`src/sv/rvdec_pkg.sv`:
```
// Package for the RV32I instruction decoder: word types, operation codes,
// major opcodes and function-field codes. Depends on nothing.
`timescale 1ns / 1ps
`default_nettype none

package rvdec_pkg;

  // Input word: one instruction and the address it came from.
  typedef struct packed {
    logic [31:0] instr_word;
    logic [31:0] fetch_address;
  } in_word_t;

  // Result word: decoded fields plus the echoed input.
  typedef struct packed {
    logic [5:0]         operation;
    logic [4:0]         dest_reg;
    logic [4:0]         src_reg_a;
    logic [4:0]         src_reg_b;
    logic signed [31:0] immediate;
    logic [31:0]        instr_echo;
    logic [31:0]        addr_echo;
  } out_word_t;

  // Dense operation codes.
  localparam logic [5:0] OP_ADD     = 6'd0;
  localparam logic [5:0] OP_SUB     = 6'd1;
  localparam logic [5:0] OP_SLL     = 6'd2;
  localparam logic [5:0] OP_SRL     = 6'd3;
  localparam logic [5:0] OP_SRA     = 6'd4;
  localparam logic [5:0] OP_SLT     = 6'd5;
  localparam logic [5:0] OP_SLTU    = 6'd6;
  localparam logic [5:0] OP_AND     = 6'd7;
  localparam logic [5:0] OP_OR      = 6'd8;
  localparam logic [5:0] OP_XOR     = 6'd9;
  localparam logic [5:0] OP_ADDI    = 6'd10;
  localparam logic [5:0] OP_SLLI    = 6'd11;
  localparam logic [5:0] OP_SRLI    = 6'd12;
  localparam logic [5:0] OP_SRAI    = 6'd13;
  localparam logic [5:0] OP_SLTI    = 6'd14;
  localparam logic [5:0] OP_SLTIU   = 6'd15;
  localparam logic [5:0] OP_ANDI    = 6'd16;
  localparam logic [5:0] OP_ORI     = 6'd17;
  localparam logic [5:0] OP_XORI    = 6'd18;
  localparam logic [5:0] OP_LB      = 6'd19;
  localparam logic [5:0] OP_LH      = 6'd20;
  localparam logic [5:0] OP_LW      = 6'd21;
  localparam logic [5:0] OP_LBU     = 6'd22;
  localparam logic [5:0] OP_LHU     = 6'd23;
  localparam logic [5:0] OP_SB      = 6'd24;
  localparam logic [5:0] OP_SH      = 6'd25;
  localparam logic [5:0] OP_SW      = 6'd26;
  localparam logic [5:0] OP_BEQ     = 6'd27;
  localparam logic [5:0] OP_BNE     = 6'd28;
  localparam logic [5:0] OP_BLT     = 6'd29;
  localparam logic [5:0] OP_BGE     = 6'd30;
  localparam logic [5:0] OP_BLTU    = 6'd31;
  localparam logic [5:0] OP_BGEU    = 6'd32;
  localparam logic [5:0] OP_JAL     = 6'd33;
  localparam logic [5:0] OP_JALR    = 6'd34;
  localparam logic [5:0] OP_LUI     = 6'd35;
  localparam logic [5:0] OP_AUIPC   = 6'd36;
  localparam logic [5:0] OP_ECALL   = 6'd37;
  localparam logic [5:0] OP_EBREAK  = 6'd38;
  localparam logic [5:0] OP_FENCE   = 6'd39;
  localparam logic [5:0] OP_ILLEGAL = 6'd40;

  // Major opcodes (instruction bits 6:0).
  localparam logic [6:0] MAJOR_LUI    = 7'h37;
  localparam logic [6:0] MAJOR_AUIPC  = 7'h17;
  localparam logic [6:0] MAJOR_JAL    = 7'h6f;
  localparam logic [6:0] MAJOR_JALR   = 7'h67;
  localparam logic [6:0] MAJOR_BRANCH = 7'h63;
  localparam logic [6:0] MAJOR_LOAD   = 7'h03;
  localparam logic [6:0] MAJOR_STORE  = 7'h23;
  localparam logic [6:0] MAJOR_OP_IMM = 7'h13;
  localparam logic [6:0] MAJOR_OP     = 7'h33;
  localparam logic [6:0] MAJOR_FENCE  = 7'h0f;
  localparam logic [6:0] MAJOR_SYSTEM = 7'h73;

  // funct3 codes of the ALU groups.
  localparam logic [2:0] F3_ADD  = 3'b000;
  localparam logic [2:0] F3_SLL  = 3'b001;
  localparam logic [2:0] F3_SLT  = 3'b010;
  localparam logic [2:0] F3_SLTU = 3'b011;
  localparam logic [2:0] F3_XOR  = 3'b100;
  localparam logic [2:0] F3_SR   = 3'b101;
  localparam logic [2:0] F3_OR   = 3'b110;
  localparam logic [2:0] F3_AND  = 3'b111;

  // funct3 codes of branches.
  localparam logic [2:0] F3_BEQ  = 3'b000;
  localparam logic [2:0] F3_BNE  = 3'b001;
  localparam logic [2:0] F3_BLT  = 3'b100;
  localparam logic [2:0] F3_BGE  = 3'b101;
  localparam logic [2:0] F3_BLTU = 3'b110;
  localparam logic [2:0] F3_BGEU = 3'b111;

  // funct3 codes of loads and stores.
  localparam logic [2:0] F3_B  = 3'b000;
  localparam logic [2:0] F3_H  = 3'b001;
  localparam logic [2:0] F3_W  = 3'b010;
  localparam logic [2:0] F3_BU = 3'b100;
  localparam logic [2:0] F3_HU = 3'b101;

  // funct3 of JALR.
  localparam logic [2:0] F3_JALR = 3'b000;

  // funct7 codes.
  localparam logic [6:0] F7_NORMAL    = 7'h00;
  localparam logic [6:0] F7_ALTERNATE = 7'h20;

  // SYSTEM function codes (bits 31:20).
  localparam logic [11:0] SYS_ECALL  = 12'h000;
  localparam logic [11:0] SYS_EBREAK = 12'h001;

endpackage

`default_nettype wire

```
`src/sv/rv32i_instruction_decoder.sv`:
```
// RV32I instruction decoder: input register, decode logic, result register.
// Depends on rvdec_pkg for the word types and the operation codes.
//
//  Channel  Ports                     Handshake
//  -------  ------------------------  -----------------------------------------
//  input    start, busy, in_data      word taken at a clock edge with start=1
//                                     and busy=0
//  result   out_valid, out_data       out_valid high for one cycle per word
//
// An accepted word is first loaded into the input register; the result
// register then loads its decoded result from the decode logic.
// One word is accepted every cycle; the decode logic is a single shallow
// pass and busy is always low. The receiver cannot stall, so every result
// is shown for exactly one cycle. A synchronous active-low reset clears the
// two valid flags; the payload registers are not reset.
`timescale 1ns / 1ps
`default_nettype none

module rv32i_instruction_decoder (
  input  wire logic                clk,
  input  wire logic                rst_n,
  input  wire logic                start,
  output logic                     busy,
  input  wire rvdec_pkg::in_word_t in_data,
  output logic                     out_valid,
  output rvdec_pkg::out_word_t     out_data
);

  // Input register stage.
  logic                in_vld_r;
  logic                in_vld_nxt;
  rvdec_pkg::in_word_t in_data_r;

  // Result register stage.
  logic                 out_vld_r;
  rvdec_pkg::out_word_t out_data_r;
  rvdec_pkg::out_word_t out_data_nxt;

  // Instruction fields of the word held in the input register.
  logic [31:0] w;
  logic [6:0]  opc;
  logic [2:0]  f3;
  logic [6:0]  f7;
  logic [31:0] imm_i;
  logic [31:0] imm_s;
  logic [31:0] imm_b;
  logic [31:0] imm_j;
  logic [31:0] imm_u;
  logic [31:0] imm_shamt;

  // The decoder never holds a word back.
  assign busy = 1'b0;

  assign in_vld_nxt = start && !busy;

  always_ff @(posedge clk) begin
    if (!rst_n) begin
      in_vld_r  <= 1'b0;
      out_vld_r <= 1'b0;
    end else begin
      in_vld_r  <= in_vld_nxt;
      out_vld_r <= in_vld_r;
    end
  end

  // Payload registers load with their stage and need no reset.
  always_ff @(posedge clk) begin
    if (in_vld_nxt) begin
      in_data_r <= in_data;
    end
    if (in_vld_r) begin
      out_data_r <= out_data_nxt;
    end
  end

  assign w   = in_data_r.instr_word;
  assign opc = w[6:0];
  assign f3  = w[14:12];
  assign f7  = w[31:25];

  // Immediates of each format, widened to 32 bits; the shift amount is zero-extended.
  assign imm_i     = {{20{w[31]}}, w[31:20]};
  assign imm_s     = {{20{w[31]}}, w[31:25], w[11:7]};
  assign imm_b     = {{19{w[31]}}, w[31], w[7], w[30:25], w[11:8], 1'b0};
  assign imm_j     = {{11{w[31]}}, w[31], w[19:12], w[20], w[30:21], 1'b0};
  assign imm_u     = {w[31:12], 12'h000};
  assign imm_shamt = {27'd0, w[24:20]};

  // Decode. The defaults are those of an unknown opcode: illegal, raw
  // register fields and a zero immediate. Each format then overrides the
  // fields it defines, and the register fields it does not use are zeroed.
  always_comb begin
    out_data_nxt.operation  = rvdec_pkg::OP_ILLEGAL;
    out_data_nxt.dest_reg   = w[11:7];
    out_data_nxt.src_reg_a  = w[19:15];
    out_data_nxt.src_reg_b  = w[24:20];
    out_data_nxt.immediate  = '0;
    out_data_nxt.instr_echo = w;
    out_data_nxt.addr_echo  = in_data_r.fetch_address;

    case (opc)
      rvdec_pkg::MAJOR_LUI: begin
        out_data_nxt.operation = rvdec_pkg::OP_LUI;
        out_data_nxt.immediate = imm_u;
        out_data_nxt.src_reg_a = '0;
        out_data_nxt.src_reg_b = '0;
      end
      rvdec_pkg::MAJOR_AUIPC: begin
        out_data_nxt.operation = rvdec_pkg::OP_AUIPC;
        out_data_nxt.immediate = imm_u;
        out_data_nxt.src_reg_a = '0;
        out_data_nxt.src_reg_b = '0;
      end
      rvdec_pkg::MAJOR_JAL: begin
        out_data_nxt.operation = rvdec_pkg::OP_JAL;
        out_data_nxt.immediate = imm_j;
        out_data_nxt.src_reg_a = '0;
        out_data_nxt.src_reg_b = '0;
      end
      rvdec_pkg::MAJOR_JALR: begin
        // A bad funct3 leaves the whole word undecoded.
        if (f3 == rvdec_pkg::F3_JALR) begin
          out_data_nxt.operation = rvdec_pkg::OP_JALR;
          out_data_nxt.immediate = imm_i;
          out_data_nxt.src_reg_b = '0;
        end
      end
      rvdec_pkg::MAJOR_BRANCH: begin
        out_data_nxt.immediate = imm_b;
        out_data_nxt.dest_reg  = '0;
        case (f3)
          rvdec_pkg::F3_BEQ:  out_data_nxt.operation = rvdec_pkg::OP_BEQ;
          rvdec_pkg::F3_BNE:  out_data_nxt.operation = rvdec_pkg::OP_BNE;
          rvdec_pkg::F3_BLT:  out_data_nxt.operation = rvdec_pkg::OP_BLT;
          rvdec_pkg::F3_BGE:  out_data_nxt.operation = rvdec_pkg::OP_BGE;
          rvdec_pkg::F3_BLTU: out_data_nxt.operation = rvdec_pkg::OP_BLTU;
          rvdec_pkg::F3_BGEU: out_data_nxt.operation = rvdec_pkg::OP_BGEU;
          default:            out_data_nxt.operation = rvdec_pkg::OP_ILLEGAL;
        endcase
      end
      rvdec_pkg::MAJOR_LOAD: begin
        out_data_nxt.immediate = imm_i;
        out_data_nxt.src_reg_b = '0;
        case (f3)
          rvdec_pkg::F3_B:  out_data_nxt.operation = rvdec_pkg::OP_LB;
          rvdec_pkg::F3_H:  out_data_nxt.operation = rvdec_pkg::OP_LH;
          rvdec_pkg::F3_W:  out_data_nxt.operation = rvdec_pkg::OP_LW;
          rvdec_pkg::F3_BU: out_data_nxt.operation = rvdec_pkg::OP_LBU;
          rvdec_pkg::F3_HU: out_data_nxt.operation = rvdec_pkg::OP_LHU;
          default:          out_data_nxt.operation = rvdec_pkg::OP_ILLEGAL;
        endcase
      end
      rvdec_pkg::MAJOR_STORE: begin
        out_data_nxt.immediate = imm_s;
        out_data_nxt.dest_reg  = '0;
        case (f3)
          rvdec_pkg::F3_B: out_data_nxt.operation = rvdec_pkg::OP_SB;
          rvdec_pkg::F3_H: out_data_nxt.operation = rvdec_pkg::OP_SH;
          rvdec_pkg::F3_W: out_data_nxt.operation = rvdec_pkg::OP_SW;
          default:         out_data_nxt.operation = rvdec_pkg::OP_ILLEGAL;
        endcase
      end
      rvdec_pkg::MAJOR_OP_IMM: begin
        out_data_nxt.immediate = imm_i;
        out_data_nxt.src_reg_b = '0;
        case (f3)
          rvdec_pkg::F3_ADD:  out_data_nxt.operation = rvdec_pkg::OP_ADDI;
          rvdec_pkg::F3_SLT:  out_data_nxt.operation = rvdec_pkg::OP_SLTI;
          rvdec_pkg::F3_SLTU: out_data_nxt.operation = rvdec_pkg::OP_SLTIU;
          rvdec_pkg::F3_XOR:  out_data_nxt.operation = rvdec_pkg::OP_XORI;
          rvdec_pkg::F3_OR:   out_data_nxt.operation = rvdec_pkg::OP_ORI;
          rvdec_pkg::F3_AND:  out_data_nxt.operation = rvdec_pkg::OP_ANDI;
          rvdec_pkg::F3_SLL: begin
            // A shift with a bad upper field keeps the full I immediate.
            if (f7 == rvdec_pkg::F7_NORMAL) begin
              out_data_nxt.operation = rvdec_pkg::OP_SLLI;
              out_data_nxt.immediate = imm_shamt;
            end
          end
          default: begin
            if (f7 == rvdec_pkg::F7_NORMAL) begin
              out_data_nxt.operation = rvdec_pkg::OP_SRLI;
              out_data_nxt.immediate = imm_shamt;
            end else if (f7 == rvdec_pkg::F7_ALTERNATE) begin
              out_data_nxt.operation = rvdec_pkg::OP_SRAI;
              out_data_nxt.immediate = imm_shamt;
            end
          end
        endcase
      end
      rvdec_pkg::MAJOR_OP: begin
        // Register fields stay raw; only the operation depends on funct3/7.
        if (f7 == rvdec_pkg::F7_NORMAL) begin
          case (f3)
            rvdec_pkg::F3_ADD:  out_data_nxt.operation = rvdec_pkg::OP_ADD;
            rvdec_pkg::F3_SLL:  out_data_nxt.operation = rvdec_pkg::OP_SLL;
            rvdec_pkg::F3_SLT:  out_data_nxt.operation = rvdec_pkg::OP_SLT;
            rvdec_pkg::F3_SLTU: out_data_nxt.operation = rvdec_pkg::OP_SLTU;
            rvdec_pkg::F3_XOR:  out_data_nxt.operation = rvdec_pkg::OP_XOR;
            rvdec_pkg::F3_SR:   out_data_nxt.operation = rvdec_pkg::OP_SRL;
            rvdec_pkg::F3_OR:   out_data_nxt.operation = rvdec_pkg::OP_OR;
            default:            out_data_nxt.operation = rvdec_pkg::OP_AND;
          endcase
        end else if (f7 == rvdec_pkg::F7_ALTERNATE) begin
          case (f3)
            rvdec_pkg::F3_ADD: out_data_nxt.operation = rvdec_pkg::OP_SUB;
            rvdec_pkg::F3_SR:  out_data_nxt.operation = rvdec_pkg::OP_SRA;
            default:           out_data_nxt.operation = rvdec_pkg::OP_ILLEGAL;
          endcase
        end
      end
      rvdec_pkg::MAJOR_FENCE: begin
        // Every FENCE encoding is accepted; its fields are not reported.
        out_data_nxt.operation = rvdec_pkg::OP_FENCE;
        out_data_nxt.dest_reg  = '0;
        out_data_nxt.src_reg_a = '0;
        out_data_nxt.src_reg_b = '0;
      end
      rvdec_pkg::MAJOR_SYSTEM: begin
        // Only the upper twelve bits select the call; the rest are ignored.
        out_data_nxt.dest_reg  = '0;
        out_data_nxt.src_reg_a = '0;
        out_data_nxt.src_reg_b = '0;
        if (w[31:20] == rvdec_pkg::SYS_ECALL) begin
          out_data_nxt.operation = rvdec_pkg::OP_ECALL;
        end else if (w[31:20] == rvdec_pkg::SYS_EBREAK) begin
          out_data_nxt.operation = rvdec_pkg::OP_EBREAK;
        end
      end
      default: begin
        out_data_nxt.operation = rvdec_pkg::OP_ILLEGAL;
      end
    endcase
  end

  assign out_valid = out_vld_r;
  assign out_data  = out_data_r;

  // An accepted word's result strobe follows once the word has passed the input and result registers.
  a_result_latency: assert property (@(posedge clk) disable iff (!rst_n)
    (start && !busy) |=> ##1 out_valid)
    else $error("result strobe missing two cycles after acceptance");

  // No result without a word previously held in the input register.
  a_no_spurious: assert property (@(posedge clk) disable iff (!rst_n)
    out_valid |-> $past(in_vld_r))
    else $error("result strobe without a word in the input stage");

  // Operation codes never exceed the illegal code.
  a_op_range: assert property (@(posedge clk) disable iff (!rst_n)
    out_valid |-> (out_data.operation <= rvdec_pkg::OP_ILLEGAL))
    else $error("operation code out of range");

  // Shift-immediate results carry only a five-bit shift amount.
  a_shamt_width: assert property (@(posedge clk) disable iff (!rst_n)
    (out_valid && (out_data.operation == rvdec_pkg::OP_SLLI ||
                   out_data.operation == rvdec_pkg::OP_SRLI ||
                   out_data.operation == rvdec_pkg::OP_SRAI))
    |-> (out_data.immediate[31:5] == '0))
    else $error("shift amount wider than five bits");

  // FENCE and system calls report no registers and no immediate.
  a_fence_sys_zero: assert property (@(posedge clk) disable iff (!rst_n)
    (out_valid && (out_data.operation == rvdec_pkg::OP_FENCE ||
                   out_data.operation == rvdec_pkg::OP_ECALL ||
                   out_data.operation == rvdec_pkg::OP_EBREAK))
    |-> (out_data.dest_reg == '0 && out_data.src_reg_a == '0 &&
         out_data.src_reg_b == '0 && out_data.immediate == '0))
    else $error("fence or system result with nonzero fields");

endmodule

`default_nettype wire

```
`config.mk`:
```
export PLATFORM = sky130hd
export DESIGN_NAME = rv32i_instruction_decoder
export DESIGN_NICKNAME = d
export VERILOG_FILES = /design/src/sv/rvdec_pkg.sv /design/src/sv/rv32i_instruction_decoder.sv
export SDC_FILE = /design/constraint.sdc
export NUM_CORES = 1
export LEC_CHECK = 0
export BUFFER_PORTS_ARGS = -buffer_cell sky130_fd_sc_hd__buf_4
export CORE_AREA = 4 4 127 129
export CTS_CLUSTER_SIZE = 24
export DETAILED_ROUTE_END_ITERATION = 8
export DIE_AREA = 0 0 131 133
export PLACE_DENSITY = 0.82
export SLEW_MARGIN = 30
export SYNTH_ARGS = -nofsm -noshare
export SYNTH_HDL_FRONTEND = slang
export SYNTH_SLANG_ARGS = --single-unit
```
`constraint.sdc`:
```
create_clock -name clk -period 3.4 [get_ports clk]
set_input_delay 0.68 -clock clk [delete_from_list [all_inputs] [get_ports clk]]
set_output_delay 0.68 -clock clk [all_outputs]
set_load 0.05 [all_outputs]
```
# Word level (Yosys, flattened, before mapping)
# Cells that the tools add are included.
# totals
register_bits	183
inputBits	67
out_inout_bits	119
wordCells	61
# op_classes
eq_ne	20
muxes	22
reduce_logical	8
# op_table
operator	count
$pmux W32 S7	1
$mux W32	3
$pmux W6 S11	1
$pmux W32 S2	1
$pmux W6 S7	1
$mux W37	1
$mux W6	6
$pmux W6 S6	1
$pmux W6 S5	1
$eq A7 B6 Y1 const B	4
$eq A7 B7 Y1 const B	4
$pmux W4 S7	1
$pmux W6 S3	1
$eq A7 B5 Y1 const B	2
$eq A12 B1 Y1 const B	1
$eq A3 B3 Y1 const B	4
$logic_not A12 Y1	1
$pmux W6 S2	1
$pmux W5 S2	1
$mux W4	2
$eq A7 B2 Y1 const B	1
$eq A7 B4 Y1 const B	1
$logic_not A7 Y1	1
$reduce_or A7 Y1	1
7 further kinds	8

# Depth between registers and ports, before layout
# logic_depth
depth_word	5
ltp_mapped	8
depth_no_buf	5

# Worst setup path before layout
# Ideal clock, no wire load.
# synth_path
path_type	register to register
start	reg in_vld_r
end	reg out_data_r, in the netlist out_data[0] (enable)
setup_ps	487
t_arrival_ps	2843
required_time_ps	2913
slack_ps	70
path_stages_with_launch	1
n_path_buf	0
period_less_slack_ps	3330
cell_sequence	dfxtp_1
# synth_lines
element	line	source
start: declaration	rv32i_instruction_decoder.sv:30	logic in_vld_r;
start signal: assignment	rv32i_instruction_decoder.sv:61	in_vld_r <= in_vld_nxt;
end signal: assignment	rv32i_instruction_decoder.sv:72	out_data_r <= out_data_nxt;
end: declaration	rv32i_instruction_decoder.sv:36	rvdec_pkg::out_word_t out_data_r;
# No word-level cell between the ends.

==> summary.md <==
| Metric | Value |
|---|---|
| Top FF cell, synth | edfxtp_1 |
| # resized after CTS | 0 |
| Register bit count reported by yosys | 183 |
| Fmax | 0.438 GHz |
| Synth Cell Area | 6940 µm² |
| GR Util All Layers | 19.2% |
| Die Span Y | 133 µm |
| PortBufs | 184 |
| Gpl congestion | 0.894 |
| Routed len/inst | 20.4 µm |
| Hold wc startpoint | in_data_r[6]$_DFFE_PP_ |
| Reg2Reg Depth | 5 |
| Post-synthesis sequential area ratio | 78.9% |
| Cell Pwr Density | 595 nW/µm² |
| Io pins | 186 |
| GR Overflow Total | 0 |
| LEAKAGE | 3.51 nW |
| Area grow syn2layout | 30.1% |
| DRC viols | 0 |
| Diode count | 0 |
| Share of the synthesized area in the top cell type | 78.4% |
| Final wirelength | 16300 µm |
| Clock skew | 0.00647 ns |
| Num CTS Buffers | 17 |
| Most frequent cells in the layout | buf_4 (188), edfxtp_1 (181), and2_1 (25) |
| Pin count of the biggest net entering global routing | 66 |
| Critical Path Sink Type | register |
| Pint | 3.91 mW |
| Yosys cell types | 63 |
| CP Cell Sequence | nand4bb_1 -> nor2_1 -> and4_1 -> nor4_1 -> o2111ai_1 |
| CTS Root Cell | clkbuf_16 |
| Setup CP Type | register to register |
| Switching power total | 1.45 mW |
| Crit path from | w[3]$_DFFE_PP_ |
| Status | finished clean |
| Final Hold Vio Count | 0 |
| Top cells by area, synth | edfxtp_1 (78%), a21o_1 (2.4%), and2_1 (2.3%) |
| Final TNS setup | 0 ns |
| Mean post-synth cell area | 16.8 µm² |
| Die ar. | 17400 µm² |
| Post-DRT Antenna Nets | 0 |
| First-pass detailed-route iteration total | 4 |
| Slew headroom | 41.4% |
| Number of buffers inserted by hold repair at cts | 0 |
| Final Critical Period | 2.28 ns |
| Util after Layout | 60.0% |
| Mapped Cells | 414 |
| Reg-to-reg slack, setup | 1.12 ns |
| Vias per cell | 5.35 |
| FF-to-FF Start | w[3]$_DFFE_PP_ |
| Via count | 4286 |
| RSZ-0062 raised after global routing | no |
| Worst Path Required | 3.54 ns |
| Final setup vio count | 0 |
| Switching part of the total power | 27.1% |
| Number of synthesized flops with an enable pin | 181 |
| Fin Hold WS | 0.419 ns |
| Pins Over Slew Limit | 0 |
| CTS tree | yes |
| First-pass GRT wire length | 25100 µm |
| YS warnings | 0 |
| Cell Rows | 45 |
| Fin crit share | 67.2% |
| Flop pwr share | 51.9% |
| Area occupied by registers | 5480 µm² |
| Share of post-route cells with drive strength above 1 | 37.7% |
| H-tree depth | 4 |
| CP Launch Type | register |
| Maximum buffer depth of the clock tree | 2 |
| Initial antenna violation count | 0 |
| Hold path depth | 0 |
| Final nets | 667 |
| DP HPWL | 11600 µm |
| Slew @ Worst Pin | 0.880 ns |
| Clock power frac | 34.2% |
| CP arrival | 2.43 ns |
| Syn Nets | 481 |
| Filler cells | 1159 |
| Multi-input logic area | 1310 µm² |
| Worst hold path type | register to register |
| Worst-case vdd ir drop | 0.351 mV |
| Die X | 131 µm |
| Reg clk slew, reported paths | 0.07 ns |
| Commonest non-fill, non-tap cell in the layout | buf_4 |
| Worst-skew pair later-pin latency | 0.42 ns |
| Max incr delay on CP | 0.72 ns |
| Slowest CP cell | edfxtp_1 |
| Gate power share | 13.8% |
| Asr flop ratio synth | 0% |
| Post-CTS Setup Bufs | 0 |
| Total power | 5.37 mW |
| CP Max Fanout | 20 |
| Vias in the first global route | 4484 |
| Max-cap viol count | 0 |
| Min-Delay Endpoint | out_data[6]$_DFFE_PP_ |
| Post-synth top area cell | edfxtp_1 |
| R2R Path End | out_data[112]$_DFFE_PP_ |
| CTS Sinks | 183 |
| Initial Util | 46.1% |
| Initial DRC Count | 242 |
| Core area | 15000 µm² |
power by group through the flow:
| stage | logic (mW) | clock network, mW | registers [mW] |
|---|---|---|---|
| CTS | 0.746 | 1.88 | 2.79 |
| detailed placement | 0.744 | 0 | 2.84 |
| global route | 0.777 | 1.97 | 2.81 |
| finish | 0.742 | 1.84 | 2.79 |
| global placement | 0.740 | 0 | 2.83 |
| floorplan | 0.140 | 0 | 3.14 |
logic make-up after synthesis:
group	after synthesis	synth area share (%)
flip-flops	183	78.9
AND/OR/NAND/NOR	122	9.88
AO/OA/AOI/OAI	77	8.32
buffers and inverters	26	2.13
XOR/XNOR	3	0.379
multiplexers	2	0.307
other	1	0.0541
area by class of cell:
| type | instances | area share (%) |
|---|---|---|
| timing repair buffer | 189 | 15.9 |
| clock inverter | 14 | 1.34 |
| sequential | 183 | 60.7 |
| multi-input combinational | 205 | 14.6 |
| inverter | 4 | 0.166 |
| clock buffer | 18 | 4.76 |
| tap | 188 | 2.61 |
synth_stat cells, drive strengths merged (3+ instances only):
| cell | n |
|---|---|
| a22o | 5 |
| a32oi | 3 |
| xor2 | 3 |
| a31oi | 5 |
| inv | 4 |
| nand3 | 10 |
| and3 | 3 |
| o21a | 3 |
| clkbuf | 3 |
| nand2 | 19 |
| a21oi | 8 |
| a21o | 22 |
| and2 | 27 |
| nor3 | 8 |
| nand4 | 8 |
| edfxtp | 181 |
| buf | 19 |
| nand2b | 6 |
| nor2b | 6 |
| o21ai | 11 |
| nor2 | 20 |
sequential cells by signal, indices dropped and copies added, names as in the netlist:
register   cells
in_data_r     32
in_vld_r       1
out_valid      1
w             32
out_data     117
metal layers:
metal	wire length, µm	up-vias	global-route usage, %
met5	0	-	0
met4	344	0	6.51
met3	1670	26	8.24
met2	8210	199	31.4
met1	6080	2093	22.7
li1	-	1968	-
worst max-delay path, delay by kind of cell, from the launching register on:
kind	cells	cell delay, ns
flip-flops	1	0.72
AO/OA/AOI/OAI	1	0.15
AND/OR/NAND/NOR	4	1.14
through the flow:
step	cell area, µm²	std cells	worst slack [ns]
final	9020	801	1.12
after global routing	9020	801	0.870
after CTS	9020	801	1.12
after detailed placement	8470	769	1.13
after global placement	8470	769	1.03
after floorplan	6940	414	0.0698
worst max path at each step:
stage | slack, ns | end | cells past startpoint
3_3_place_gp | 1.03 | out_data[76]$_DFFE_PP_ | 5
4_1_cts | 1.12 | out_data[112]$_DFFE_PP_ | 5
2_1_floorplan | 0.07 | out_data[0]$_DFFE_PP_ | 0
6_report | 1.12 | out_data[112]$_DFFE_PP_ | 5
3_5_place_dp | 1.13 | out_data[83]$_DFFE_PP_ | 4
5_1_grt | 0.87 | out_data[112]$_DFFE_PP_ | 5
No activity file was read; power rests on OpenSTA's default activity.
